$ cat src/rtl/htwd_pkg.sv
// ----------------------------------------------------------------------------
// Huffman tree-walk decoder package
// Payload types, node entry layout, item kinds and controller links.
// ----------------------------------------------------------------------------
package htwd_pkg;

  localparam int HTWD_NODE_COUNT = 512;
  localparam int IDX_W           = 9;
  localparam int SYM_W           = 8;
  localparam int BITS_W          = 48;
  localparam int BYTE_BITS       = 8;
  localparam int BIT_SEL_W       = $clog2(BYTE_BITS);
  localparam int BIT_CNT_W       = $clog2(BYTE_BITS + 1);

  // Item kinds
  localparam logic [1:0] KIND_WRITE = 2'd0;
  localparam logic [1:0] KIND_BYTE  = 2'd1;
  localparam logic [1:0] KIND_START = 2'd2;

  typedef struct packed {
    logic [1:0]       kind;
    logic [IDX_W-1:0] node_index;
    logic             left_present;
    logic [IDX_W-1:0] left_child;
    logic             right_present;
    logic [IDX_W-1:0] right_child;
    logic [SYM_W-1:0] leaf_symbol;
    logic [SYM_W-1:0] code_byte;
  } in_item_t;

  typedef struct packed {
    logic              has_symbol;
    logic [SYM_W-1:0]  symbol;
    logic [BITS_W-1:0] bits_consumed;
    logic              failed;
    logic              last;
  } out_item_t;

  // One node table entry
  typedef struct packed {
    logic             left_present;
    logic [IDX_W-1:0] left_child;
    logic             right_present;
    logic [IDX_W-1:0] right_child;
    logic [SYM_W-1:0] symbol;
  } node_t;

  // Controller to datapath
  typedef struct packed {
    logic                 accept;
    logic                 step;
    logic                 finish;
    logic                 emit_sym;
    logic                 emit_stat;
    logic [BIT_SEL_W-1:0] bit_sel;
  } ctrl_cmd_t;

  // Datapath to controller
  typedef struct packed {
    logic                 walk_go;
    logic [BIT_CNT_W-1:0] nbits;
    logic                 need_emit;
    logic                 bit_fail;
    logic                 out_free;
  } dp_stat_t;

endpackage

$ cat src/rtl/htwd_ctrl.sv
// ----------------------------------------------------------------------------
// Huffman tree-walk decoder: controller
// Sequences item acceptance, the per-bit walk and result emission.
// ----------------------------------------------------------------------------
module htwd_ctrl
  import htwd_pkg::*;
(
  input  logic      clk_i,
  input  logic      rst_ni,
  input  logic      in_valid_i,
  output logic      in_ready_o,
  input  dp_stat_t  stat_i,
  output ctrl_cmd_t cmd_o
);

  localparam logic [1:0] S_IDLE = 2'd0;
  localparam logic [1:0] S_WALK = 2'd1;
  localparam logic [1:0] S_STAT = 2'd2;

  logic [1:0]           state_q, state_d;
  logic [BIT_CNT_W-1:0] cnt_q, cnt_d;
  logic [BIT_CNT_W-1:0] nbits_q, nbits_d;
  logic                 stall;

  assign in_ready_o = (state_q == S_IDLE);
  assign stall      = stat_i.need_emit && !stat_i.out_free;

  // Next state and commands
  always_comb begin
    state_d = state_q;
    cnt_d   = cnt_q;
    nbits_d = nbits_q;
    cmd_o   = '0;
    cmd_o.bit_sel = cnt_q[BIT_SEL_W-1:0];
    case (state_q)
      S_IDLE: begin
        if (in_valid_i) begin
          cmd_o.accept = 1'b1;
          if (stat_i.walk_go) begin
            state_d = S_WALK;
            cnt_d   = '0;
            nbits_d = stat_i.nbits;
          end else begin
            state_d = S_STAT;
          end
        end
      end
      S_WALK: begin
        // hold everything while a leaf symbol waits for the output register
        if (!stall) begin
          cmd_o.emit_sym = stat_i.need_emit;
          if (cnt_q < nbits_q) begin
            cmd_o.step = 1'b1;
            if (stat_i.bit_fail) begin
              state_d = S_STAT;
            end else begin
              cnt_d = cnt_q + BIT_CNT_W'(1);
            end
          end else begin
            cmd_o.finish = 1'b1;
            state_d      = S_STAT;
          end
        end
      end
      S_STAT: begin
        if (stat_i.out_free) begin
          cmd_o.emit_stat = 1'b1;
          state_d         = S_IDLE;
        end
      end
      default: begin
        state_d = S_IDLE;
      end
    endcase
  end

  always_ff @(posedge clk_i or negedge rst_ni) begin
    if (!rst_ni) begin
      state_q <= S_IDLE;
      cnt_q   <= '0;
      nbits_q <= '0;
    end else begin
      state_q <= state_d;
      cnt_q   <= cnt_d;
      nbits_q <= nbits_d;
    end
  end

endmodule

$ cat config.mk
export PLATFORM = sky130hd
export DESIGN_NAME = htwd_ctrl
export DESIGN_NICKNAME = d
export VERILOG_FILES = /design/src/rtl/htwd_pkg.sv /design/src/rtl/htwd_ctrl.sv
export SDC_FILE = /design/constraint.sdc
export NUM_CORES = 1
export LEC_CHECK = 0
export ABC_AREA = 1
export ABC_CLOCK_PERIOD_IN_PS = 1750
export BUFFER_PORTS_ARGS = -buffer_cell sky130_fd_sc_hd__buf_4
export CAP_MARGIN = 20
export CORE_UTILIZATION = 45
export CTS_CLUSTER_DIAMETER = 100
export DETAILED_ROUTE_END_ITERATION = 12
export GPL_TIMING_DRIVEN = 0
export MAX_ROUTING_LAYER = met4
export PLACE_DENSITY = 0.71
export SETUP_SLACK_MARGIN = 0.15
export SLEW_MARGIN = 25
export SYNTH_ARGS = -nofsm -noshare
export SYNTH_HDL_FRONTEND = slang
export SYNTH_SLANG_ARGS = --single-unit
export TNS_END_PERCENT = 100
$ cat constraint.sdc
create_clock -name clk_i -period 1.75 [get_ports clk_i]
set_clock_uncertainty 0.1 [all_clocks]
set_input_delay 0.175 -clock clk_i [delete_from_list [all_inputs] [get_ports clk_i]]
set_output_delay 0.175 -clock clk_i [all_outputs]
set_load 0.03 [all_outputs]
---- Word-level counts from Yosys, hierarchy flattened ----
Index checks and enable logic that the tools add are counted.
cells by class
  add/sub/neg operators ................... 1
  order comparisons ....................... 1
  equal/unequal tests ..................... 9
  mux-type cells .......................... 21
  reduce and logical (&&, ||, !) cells .... 7
operators with widths
  kind                 number
  $mux 4               5
  $mux 2               6
  $ne 2x2->1 const B   5
  $pmux 4 s2           1
  $mux 1               6
  $mux 3               2
  $pmux 2 s3           1
  $reduce_and 6->1     1
  $add 4x1->4 const B  1
  $lt 4x4->1           1
  $reduce_and 4->1     1
  $ne 3x3->1 const B   1
  $reduce_and 3->1     1
  $eq 2x1->1 const B   1
  $eq 2x2->1 const B   1
  $logic_not 2->1      1
  $ne 2x1->1 const B   1
  $reduce_bool 2->1    1
  $logic_and 1x1->1    1
  $logic_not 1->1      1
storage, ports and cells
  register bits ........................... 10
  input port bits ......................... 11
  output and inout bits ................... 9
  logic and storage cells ................. 42

---- Logic depth before layout (Yosys ltp) ----
Gate-level depths: netlist of the first run.
  depth in word-level cells ............... 5
  mapped depth ............................ 10
  depth with buffers taken out ............ 10

---- Worst setup path after synthesis of the first run ----
Ideal clock, no wire load.
  kind .................................... register to output
  start point ............................. register cnt_q[3]
  end point ............................... output port cmd_o[6] (netlist bit)
  data arrival time ....................... 1.391 ns
  required time ........................... 1.475 ns
  slack ................................... 0.084 ns
  cell stages (with the launch flop) ...... 5
  path buffers ............................ 0
  cell sequence ........................... dfrtp_1 -> ha_1 -> a21oi_1 -> nand2_1 -> nor2_1
RTL lines
  element                 line             text
  start, declared         htwd_ctrl.sv:21  logic [BIT_CNT_W-1:0] cnt_q, cnt_d;
  start signal, assigned  htwd_ctrl.sv:84  cnt_q <= cnt_d;
  end, declared           htwd_ctrl.sv:13  output ctrl_cmd_t cmd_o

==> out/qor.yml, run 1 <==
worst_hold_path:
  hold_class: "input pin to flip-flop"
timing:
  fmax_mhz: 585.9
  setup_viol_count_final: 0
  fin_setup_tns_ps: 0
  fin_ws_ps: 43.12
  finalHoldViolations: 0
  tightestPinTransition_ps: 236.3
  rsz0062_at_grt: "true"
  worst_slew_margin_rel_pct: 84.21
  slew_violations: 0
  period_share_pct: 97.54
  period_needed_ps: 1707
placed_design:
  portBuffers: 19
  dp_slack_ps: 33.69
  place.gp.congestion: 0.6904
  hpwl_um: 1023
clock_tree:
  insertion_delay_ps: 280
  clock_sinks: 10
  cts_root_buffer: "clkbuf_4"
  clk_pin_slew_ps: 80
  cts_tree: "built"
  cts_inserted_buffers: 3
  ctsHtreeMaxLevel: 1
  clockBufferDepth: 2
critical_path:
  path_class: "flip-flop to primary output"
  cp-end-kind: "primary output"
  endpoint: "cmd_o[5]"
  cp_max_fo: 3
  required_ps: 1470
  worst_r2r_endpoint: "cnt_q[3]"
  rr_startpoint: "cnt_q[3]"
  r2r_slack_ps: 270
  critPathLaunchType: "flip-flop"
  cp-startpoint: "cnt_q[3]"
  crit_arrival_ps: 1430
  r2r_cells: 7
floorplan:
  die_width_um: 40.86
  row_count: 13
  die_h_um: 40.86
  ioPinCount: 20
  coreArea_mm2: 0.001350
  start_util_pct: 50.32
  die-area_mm2: 0.001669
synthesis:
  ys_ff_latch: 10
  synth-seq-area-share_pct: 36.83
  synth_area_um2: 679.4
  syn_avg_cell_area_um2: 7.900
  synth_nets: 101
  ys_warn_count: 0
  syn_inst: 86
  synth_cell_types: 21
cells_and_area:
  post-route-util_pct: 73.40
  drive_above_1_share_pct: 51.33
  fin_nets: 129
  multi_input_area_um2: 430.4
  diodes: 0
  n_fill_cell: 108
  syn_to_final_growth_pct: 45.86
  seqCellArea_um2: 251.5
global_route:
  grt_first_pass_wirelength_um: 1987
  antenna_found_initial: 0
  grt_pass1_vias: 465
  gr-usage-all-layers_pct: 20.75
  grt_max_degree: 11
  grt-ovfl-total: 0
status:
  status: "finished clean"
route:
  route.vias.total: 619
  drc: 0
  first_pass_iters: 4
  drt-vias-per-instance: 4.836
  initialDrtViolationCount: 6
  wl_um: 1414
  ant_nets: 0
  wl_per_cell_um: 11.05
pwr:
  p_per_area_mw_per_mm2: 1378
  power_mw: 1.365
  ir_worst_vdd_uv: 856.6
  p_leak_nw: 0.5268
flow_run:
  drv_cap: 0
## synthesized netlist by cell type (all sizes together)
library cell  number  area, um^2
nor2              12       57.55
xnor2              1       8.760
buf                3       22.52
nand2             24       112.6
dfrtp             10       250.2
nand4              1       6.260
xor2               1       8.760
nand3              7       40.04
mux2               1       15.01
nor3               1       5.000
nand3b             1       7.510
ha                 4       50.05
a21oi              7       46.30
inv               13       48.80
## sequential cells by signal (all words and copies together), names as in the netlist
| signal | cells |
|---|---|
| nbits_q | 4 |
| state_q | 2 |
| cnt_q | 4 |
## critical path: stages, from the launching register on
cell and delay (ps):
dfrtp_1 420, ha_4 300, nand2_2 50, inv_2 60
nand2_4 60, a21oi_2 120, buf_6 140
## power breakdown
part,internal [mW],switching (mW),leakage [nW]
registers,0.311,0.0620,0.123
clock network,0.127,0.0911,0.0210
logic,0.306,0.468,0.382
## stage by stage
step / hold slack [ps] / instance area, um^2 / std cells
global route: 25.86 / 991.0 / 128
detailed placement: -89.35 / 847.1 / 120
finish: 31.89 / 991.0 / 128
CTS: 28.84 / 965.9 / 128
global placement: -88.20 / 847.1 / 120
floorplan: -220.6 / 685.7 / 86
## how the worst min path moves through the flow
stage | start | to | slack [ps] | cells past startpoint
CTS | stat_i[3] | nbits_q[0] | 30 | 2
global route | stat_i[3] | nbits_q[0] | 30 | 2
global placement | rst_ni | cnt_q[0] | -90 | 1
floorplan | rst_ni | cnt_q[0] | -220 | 0
detailed placement | rst_ni | cnt_q[0] | -90 | 1
finish | stat_i[3] | nbits_q[0] | 30 | 2
## cell families after synthesis
| logic type | Yosys count | share of synthesized area (%) |
|---|---|---|
| multiplexers | 1 | 2.209 |
| flip-flops | 10 | 36.83 |
| buffers and inverters | 16 | 10.50 |
| XOR/XNOR | 2 | 2.579 |
| AND/OR/NAND/NOR | 46 | 33.70 |
| AO/OA/AOI/OAI | 7 | 6.815 |
| adder cells (fa/ha/maj) | 4 | 7.367 |
## layout make-up
class	count	share of cell area [%]
clock buffer	4	3.662
multi-input combinational	60	43.43
inverter	13	4.924
buffer	3	2.273
timing repair buffer	23	18.43
tap	15	1.894
sequential	10	25.38
## timing repair
item,4_1_cts,5_1_grt
pin swaps,7,4
resized for setup,11,6
hold buffers,1,0
setup buffers,3,0
endpoints found under the setup margin,7,6
hold endpoints to repair,10,0
## layout by cell type, fill, tap and decap left out, drive strengths merged, types with 4 or more instances in the layout
cell,synthesis,layout
a21oi,7,7
buf,3,25
clkbuf,0,4
dfrtp,10,10
ha,4,4
inv,13,13
nand2,24,24
nand3,7,7
nor2,12,12
## metal layers
metal	vias to the layer above	part of all wire (%)	global-route usage, %
met2	16	50	32.42
met1	277	44	22.87
met3	4	4.5	9.783
met5	-	0	-
met4	0	1.3	7.500
li1	322	-	-
(Power assumes the default switching activity.)
==> run 2: changes to the inputs <==
--- a/config.mk
+++ b/config.mk
@@ -9,12 +9,13 @@
 export ABC_CLOCK_PERIOD_IN_PS = 1750
 export BUFFER_PORTS_ARGS = -buffer_cell sky130_fd_sc_hd__buf_4
 export CAP_MARGIN = 20
-export CORE_UTILIZATION = 45
+export CORE_UTILIZATION = 25
 export CTS_CLUSTER_DIAMETER = 100
+export CTS_CLUSTER_SIZE = 20
 export DETAILED_ROUTE_END_ITERATION = 12
 export GPL_TIMING_DRIVEN = 0
 export MAX_ROUTING_LAYER = met4
-export PLACE_DENSITY = 0.71
+export RECOVER_POWER = 25
 export SETUP_SLACK_MARGIN = 0.15
 export SLEW_MARGIN = 25
 export SYNTH_ARGS = -nofsm -noshare
==> run 2 against run 1 <==
Power decreased by 7.3%. Flip-flop and latch count unchanged. Via count down 0.48%. Sequential share of layout area about the same. Global-route usage decreased by 8.4 points. Hold slack improved by 19 ps. Count of clock-buffer cells in the layout fell by 1. Critical path depth down 1. Core utilization fell by 34 points.
==> out/qor.yml, run 2 (synthesis gave the netlist of run 1 again) <==
cells_and_area:
  fin_nets: 131  # +1.6%
  n_fill_cell: 264  # +140%
  diodes: 0  # unchanged
  drive_above_1_share_pct: 48.25  # -3.1 points
  syn_to_final_growth_pct: 46.04
  top_regs: "cnt_q (4), nbits_q (4), state_q (2)"
  final_common_cell: "buf_4"
  multi_input_area_um2: 415.4  # -3.5%
  seqCellArea_um2: 251.5  # unchanged
  layout_common_cells: "buf_4, nand2_1, dfrtp_1"
clock_tree:
  clockBufferDepth: 2  # unchanged
  insertion_delay_ps: 260  # -20 ps
  clk_pin_slew_ps: 60  # -20 ps
  cts_tree: "built"
  cts_inserted_buffers: 3  # unchanged
  ctsHtreeMaxLevel: 1  # unchanged
  cts_root_buffer: "clkbuf_4"
  clock_sinks: 10  # unchanged
timing:
  period_share_pct: 97.05  # -0.49 points
  setup_viol_count_final: 0  # unchanged
  timing.hold.ws_ps: 50.80  # +18.91 ps
  fin_ws_ps: 51.62  # +8.500 ps
  rsz0062_at_grt: "true"
  period_needed_ps: 1698  # -8.500 ps
  tightestPinTransition_ps: 595.4  # +359.1 ps
  slew_violations: 0  # unchanged
  finalHoldViolations: 0  # unchanged
  fmax_mhz: 588.8  # +0.50%
  worst_slew_margin_rel_pct: 60.31  # -24 points
floorplan:
  coreArea_mm2: 0.002522  # +87%
  die_width_um: 54.13  # +32%
  die-area_mm2: 0.002930  # +76%
  row_count: 18  # +5
  ioPinCount: 20  # unchanged
  start_util_pct: 26.93  # -23 points
  die_h_um: 54.13  # +32%
global_route:
  gr-usage-all-layers_pct: 12.36  # -8.4 points
  grt_max_degree: 11  # unchanged
  grt-ovfl-total: 0  # unchanged
  antenna_found_initial: 0  # unchanged
  grt_pass1_vias: 585  # +26%
  grt_first_pass_wirelength_um: 2415  # +22%
route:
  route.vias.total: 616  # -0.48%
  ant_nets: 0  # unchanged
  wl_per_cell_um: 10.35  # -6.3%
  drt-vias-per-instance: 4.278  # -12%
  first_pass_iters: 3  # -1
  drc: 0  # unchanged
  wl_um: 1491  # +5.4%
  initialDrtViolationCount: 6  # unchanged
flow_run:
  drv_cap: 0  # unchanged
worst_hold_path:
  hold_class: "input pin to flip-flop"
critical_path:
  crit_arrival_ps: 1420  # about the same
  cp-end-kind: "primary output"
  path_class: "flip-flop to primary output"
  cp_max_fo: 3  # unchanged
  required_ps: 1470  # about the same
  critPathLaunchType: "flip-flop"
pwr:
  p_per_area_mw_per_mm2: 1276  # -7.4%
  ir_worst_vdd_uv: 664.0  # -22%
  p_leak_nw: 0.5160  # -2.0%
placed_design:
  hpwl_um: 1138  # +11%
  place.gp.congestion: 0.7564  # +9.6%
  dp_slack_ps: 62.25  # +28.56 ps
  portBuffers: 19  # unchanged
status:
  status: "finished clean"
run 2: final cells by class:
type / instances / share of cell area (%)
multi-input combinational: 60 / 41.87
sequential: 10 / 25.35
tap: 30 / 3.783
inverter: 13 / 4.918
timing repair buffer: 25 / 19.55
buffer: 3 / 2.270
clock buffer: 3 / 2.270
run 2: worst max-delay path: stages, from the launching register on:
cell	delay (ps)
dfrtp_1	410
ha_4	270
a21oi_4	190
nand2_2	70
nor2_2	90
buf_6	140
run 2: layer usage:
metal,part of all wire (%),global-route usage [%],vias up
li1,-,-,324
met1,45,14.14,270
met2,49,20.73,17
met3,4.6,1.695,5
met4,1.9,6.410,0
met5,0,-,-
run 2: power breakdown:
part | total (mW) | switching [mW] | internal, mW
combinational | 0.747 | 0.452 | 0.295
sequential | 0.367 | 0.0554 | 0.311
clock | 0.152 | 0.0728 | 0.0792
run 2: through the flow:
step                      area [um^2]  utilization, %  std cells  TNS (ps)  total power [mW]
after floorplan                 685.7               -         86         0            0.8561
after global placement          865.8           34.33        135         0             1.019
after CTS                       973.4           38.59        144         0             1.252
after global routing            992.2           39.34        144    -79.56             1.383
after detailed placement        865.8           34.33        135         0             1.039
final                           992.2           39.34        144         0             1.266
run 2: final timing paths:
check / start / endpoint / slack, ps / cells after the start
max: cnt_q[3] / cmd_o[6] / 50 / 5
min: stat_i[3] / nbits_q[0] / 50 / 2
max reg2reg: cnt_q[3] / cnt_q[0] / 170 / 8
min reg2reg: nbits_q[1] / nbits_q[1] / 410 / 2
max in group asynchronous: rst_ni / cnt_q[2] / 800 / 2
min in group asynchronous: rst_ni / cnt_q[0] / 320 / 2
run 2: timing repair:
action                                 in CTS  in global routing
endpoints found under the hold margin      10                  0
setup endpoints to repair                   6                  6
cloned                                      0                  0
pin swaps                                   6                  3
buffers inserted                            5                  0
resized for setup                           9                  5
hold buffers                                1                  0
==> run 3: changes to the inputs <==
--- a/config.mk
+++ b/config.mk
@@ -14,6 +14,7 @@
 export CTS_CLUSTER_SIZE = 20
 export DETAILED_ROUTE_END_ITERATION = 12
 export GPL_TIMING_DRIVEN = 0
+export HOLD_SLACK_MARGIN = 0.1
 export MAX_ROUTING_LAYER = met4
 export RECOVER_POWER = 25
 export SETUP_SLACK_MARGIN = 0.15
==> run 3 against run 2 <==
Combinational power grew 1%. Flip-flop and latch count stayed put. Critical path depth unchanged. Via count up 2.8%. Power rose by 0.88%. Core utilization is 1.6 points higher. Critical endpoint unchanged. Maximum frequency shrank 0.24%. Non-clock buffer count is 4 higher. Wire length increased by 1.9%.
==> out/qor.yml, run 3 (synthesis gave the netlist of run 1 again) <==
status:
  status: "finished clean"
critical_path:
  cp-end-kind: "primary output"
  crit_arrival_ps: 1430  # about the same
  required_ps: 1470  # about the same
  path_class: "flip-flop to primary output"
  critPathLaunchType: "flip-flop"
  r2r_slack_ps: 170  # about the same
  cp_max_fo: 3  # unchanged
flow_run:
  drv_cap: 0  # unchanged
placed_design:
  hpwl_um: 1138  # unchanged
  portBuffers: 19  # unchanged
  place.gp.congestion: 0.7564  # unchanged
  dp_slack_ps: 62.25  # unchanged
floorplan:
  row_count: 18  # unchanged
  die-area_mm2: 0.002930  # unchanged
  die_width_um: 54.13  # unchanged
  ioPinCount: 20  # unchanged
  start_util_pct: 26.93  # unchanged
  die_h_um: 54.13  # unchanged
  coreArea_mm2: 0.002522  # unchanged
global_route:
  grt_pass1_vias: 599  # +2.4%
  grt_max_degree: 11  # unchanged
  gr-usage-all-layers_pct: 12.66  # +0.30 points
  grt-ovfl-total: 0  # unchanged
  antenna_found_initial: 0  # unchanged
  grt_first_pass_wirelength_um: 2477  # +2.6%
clock_tree:
  cts_root_buffer: "clkbuf_4"
  clockBufferDepth: 2  # unchanged
  clk_pin_slew_ps: 60  # about the same
  cts_tree: "built"
  clock_sinks: 10  # unchanged
  ctsHtreeMaxLevel: 1  # unchanged
  cts_inserted_buffers: 3  # unchanged
  insertion_delay_ps: 260  # about the same
route:
  first_pass_iters: 2  # -1
  ant_nets: 0  # unchanged
  drc: 0  # unchanged
  wl_um: 1520  # +1.9%
  initialDrtViolationCount: 4  # -2
  wl_per_cell_um: 10.27  # -0.81%
  drt-vias-per-instance: 4.277  # about the same
  route.vias.total: 633  # +2.8%
timing:
  fin_ws_ps: 47.48  # -4.138 ps
  period_needed_ps: 1703  # +4.138 ps
  worst_slew_margin_rel_pct: 60.20  # -0.10 points
  rsz0062_at_grt: "true"
  setup_viol_count_final: 0  # unchanged
  slew_violations: 0  # unchanged
  finalHoldViolations: 0  # unchanged
  timing.hold.ws_ps: 139.8  # +88.97 ps
  tightestPinTransition_ps: 597.0  # +1.544 ps
  period_share_pct: 97.29  # +0.24 points
  fmax_mhz: 587.4  # -0.24%
cells_and_area:
  drive_above_1_share_pct: 46.61  # -1.6 points
  top_regs: "cnt_q (4), nbits_q (4), state_q (2)"
  fin_nets: 135  # +3.1%
  diodes: 0  # unchanged
  final_common_cell: "buf_4"
  syn_to_final_growth_pct: 51.93
  layout_common_cells: "buf_4, nand2_1, dfrtp_1"
pwr:
  ir_worst_vdd_uv: 664.3  # about the same
  pwr-share-comb_pct: 59.3  # +0.3 points
  p_sw_share_pct: 45.81  # about the same
  p_per_area_mw_per_mm2: 1237  # -3.0%
  p_switching_mw: 0.5852  # +0.88%
  pwr-share-seq_pct: 28.7  # -0.3 points
  p_int_mw: 0.6922  # +0.89%
  clkPwrFrac_pct: 12.0  # about the same
  p_leak_nw: 0.5327  # +3.2%
worst_hold_path:
  hold_class: "input pin to flip-flop"
## run 3: cell count changes in the layout (fill, tap and decap cells not counted)
cell,before,now
dlygate4sd3_1,1,5
## run 3: cell type report
type / count / area [um^2]
Buffer: 3 / 22.52
Fill cell: 263 / 1490
Multi-Input combinational cell: 60 / 415.4
Sequential cell: 10 / 251.5
Clock buffer: 3 / 22.52
Inverter: 13 / 48.80
Tap cell: 30 / 37.54
Timing Repair Buffer: 29 / 234.0
## run 3: worst max-delay path, cell delays in order (launching register included)
cell,delay [ps]
dfrtp_1,410
ha_4,270
a21oi_4,190
nand2_2,70
nor2_2,90
buf_6,140
## run 3: power by group through the flow
stage               clock (mW)  sequential [mW]  combinational (mW)
floorplan                    0            0.357               0.499
global placement             0            0.366               0.653
detailed placement           0            0.372               0.667
CTS                      0.160            0.366               0.733
global route             0.167            0.380               0.845
finish                   0.153            0.367               0.757
## run 3: routing by layer
metal	GRT usage, %	wire length (um)
met1	14.65	681
met2	21.14	743
met3	1.695	66
met4	6.410	28
met5	-	0
## run 3: worst paths after layout
| path | startpoint | end | cells after the start |
|---|---|---|---|
| min in group asynchronous | rst_ni | cnt_q[0] | 2 |
| worst max-delay path | cnt_q[3] | cmd_o[6] | 5 |
| worst max register to register | cnt_q[3] | cnt_q[0] | 8 |
| max in group asynchronous | rst_ni | cnt_q[2] | 2 |
| worst min-delay path | stat_i[7] | state_q[1] | 4 |
| worst min register to register | nbits_q[1] | nbits_q[1] | 2 |
## run 3: through the flow
stage | utilization, % | std cells | setup TNS, ps | power (mW) | cell area (um^2)
2_1_floorplan | - | 86 | 0 | 0.8561 | 685.7
3_3_place_gp | 34.33 | 135 | 0 | 1.019 | 865.8
3_5_place_dp | 34.33 | 135 | 0 | 1.039 | 865.8
4_1_cts | 40.18 | 148 | 0 | 1.259 | 1013
5_1_grt | 40.92 | 148 | -79.64 | 1.393 | 1032
6_report | 40.92 | 148 | 0 | 1.277 | 1032
## run 3: repair_timing
item | in CTS | in global routing
setup buffers | 5 | 0
pin swaps | 6 | 3
hold buffers | 5 | 0
gates resized for setup | 9 | 5
endpoints found under the setup margin | 6 | 6
endpoints found under the hold margin | 14 | 0
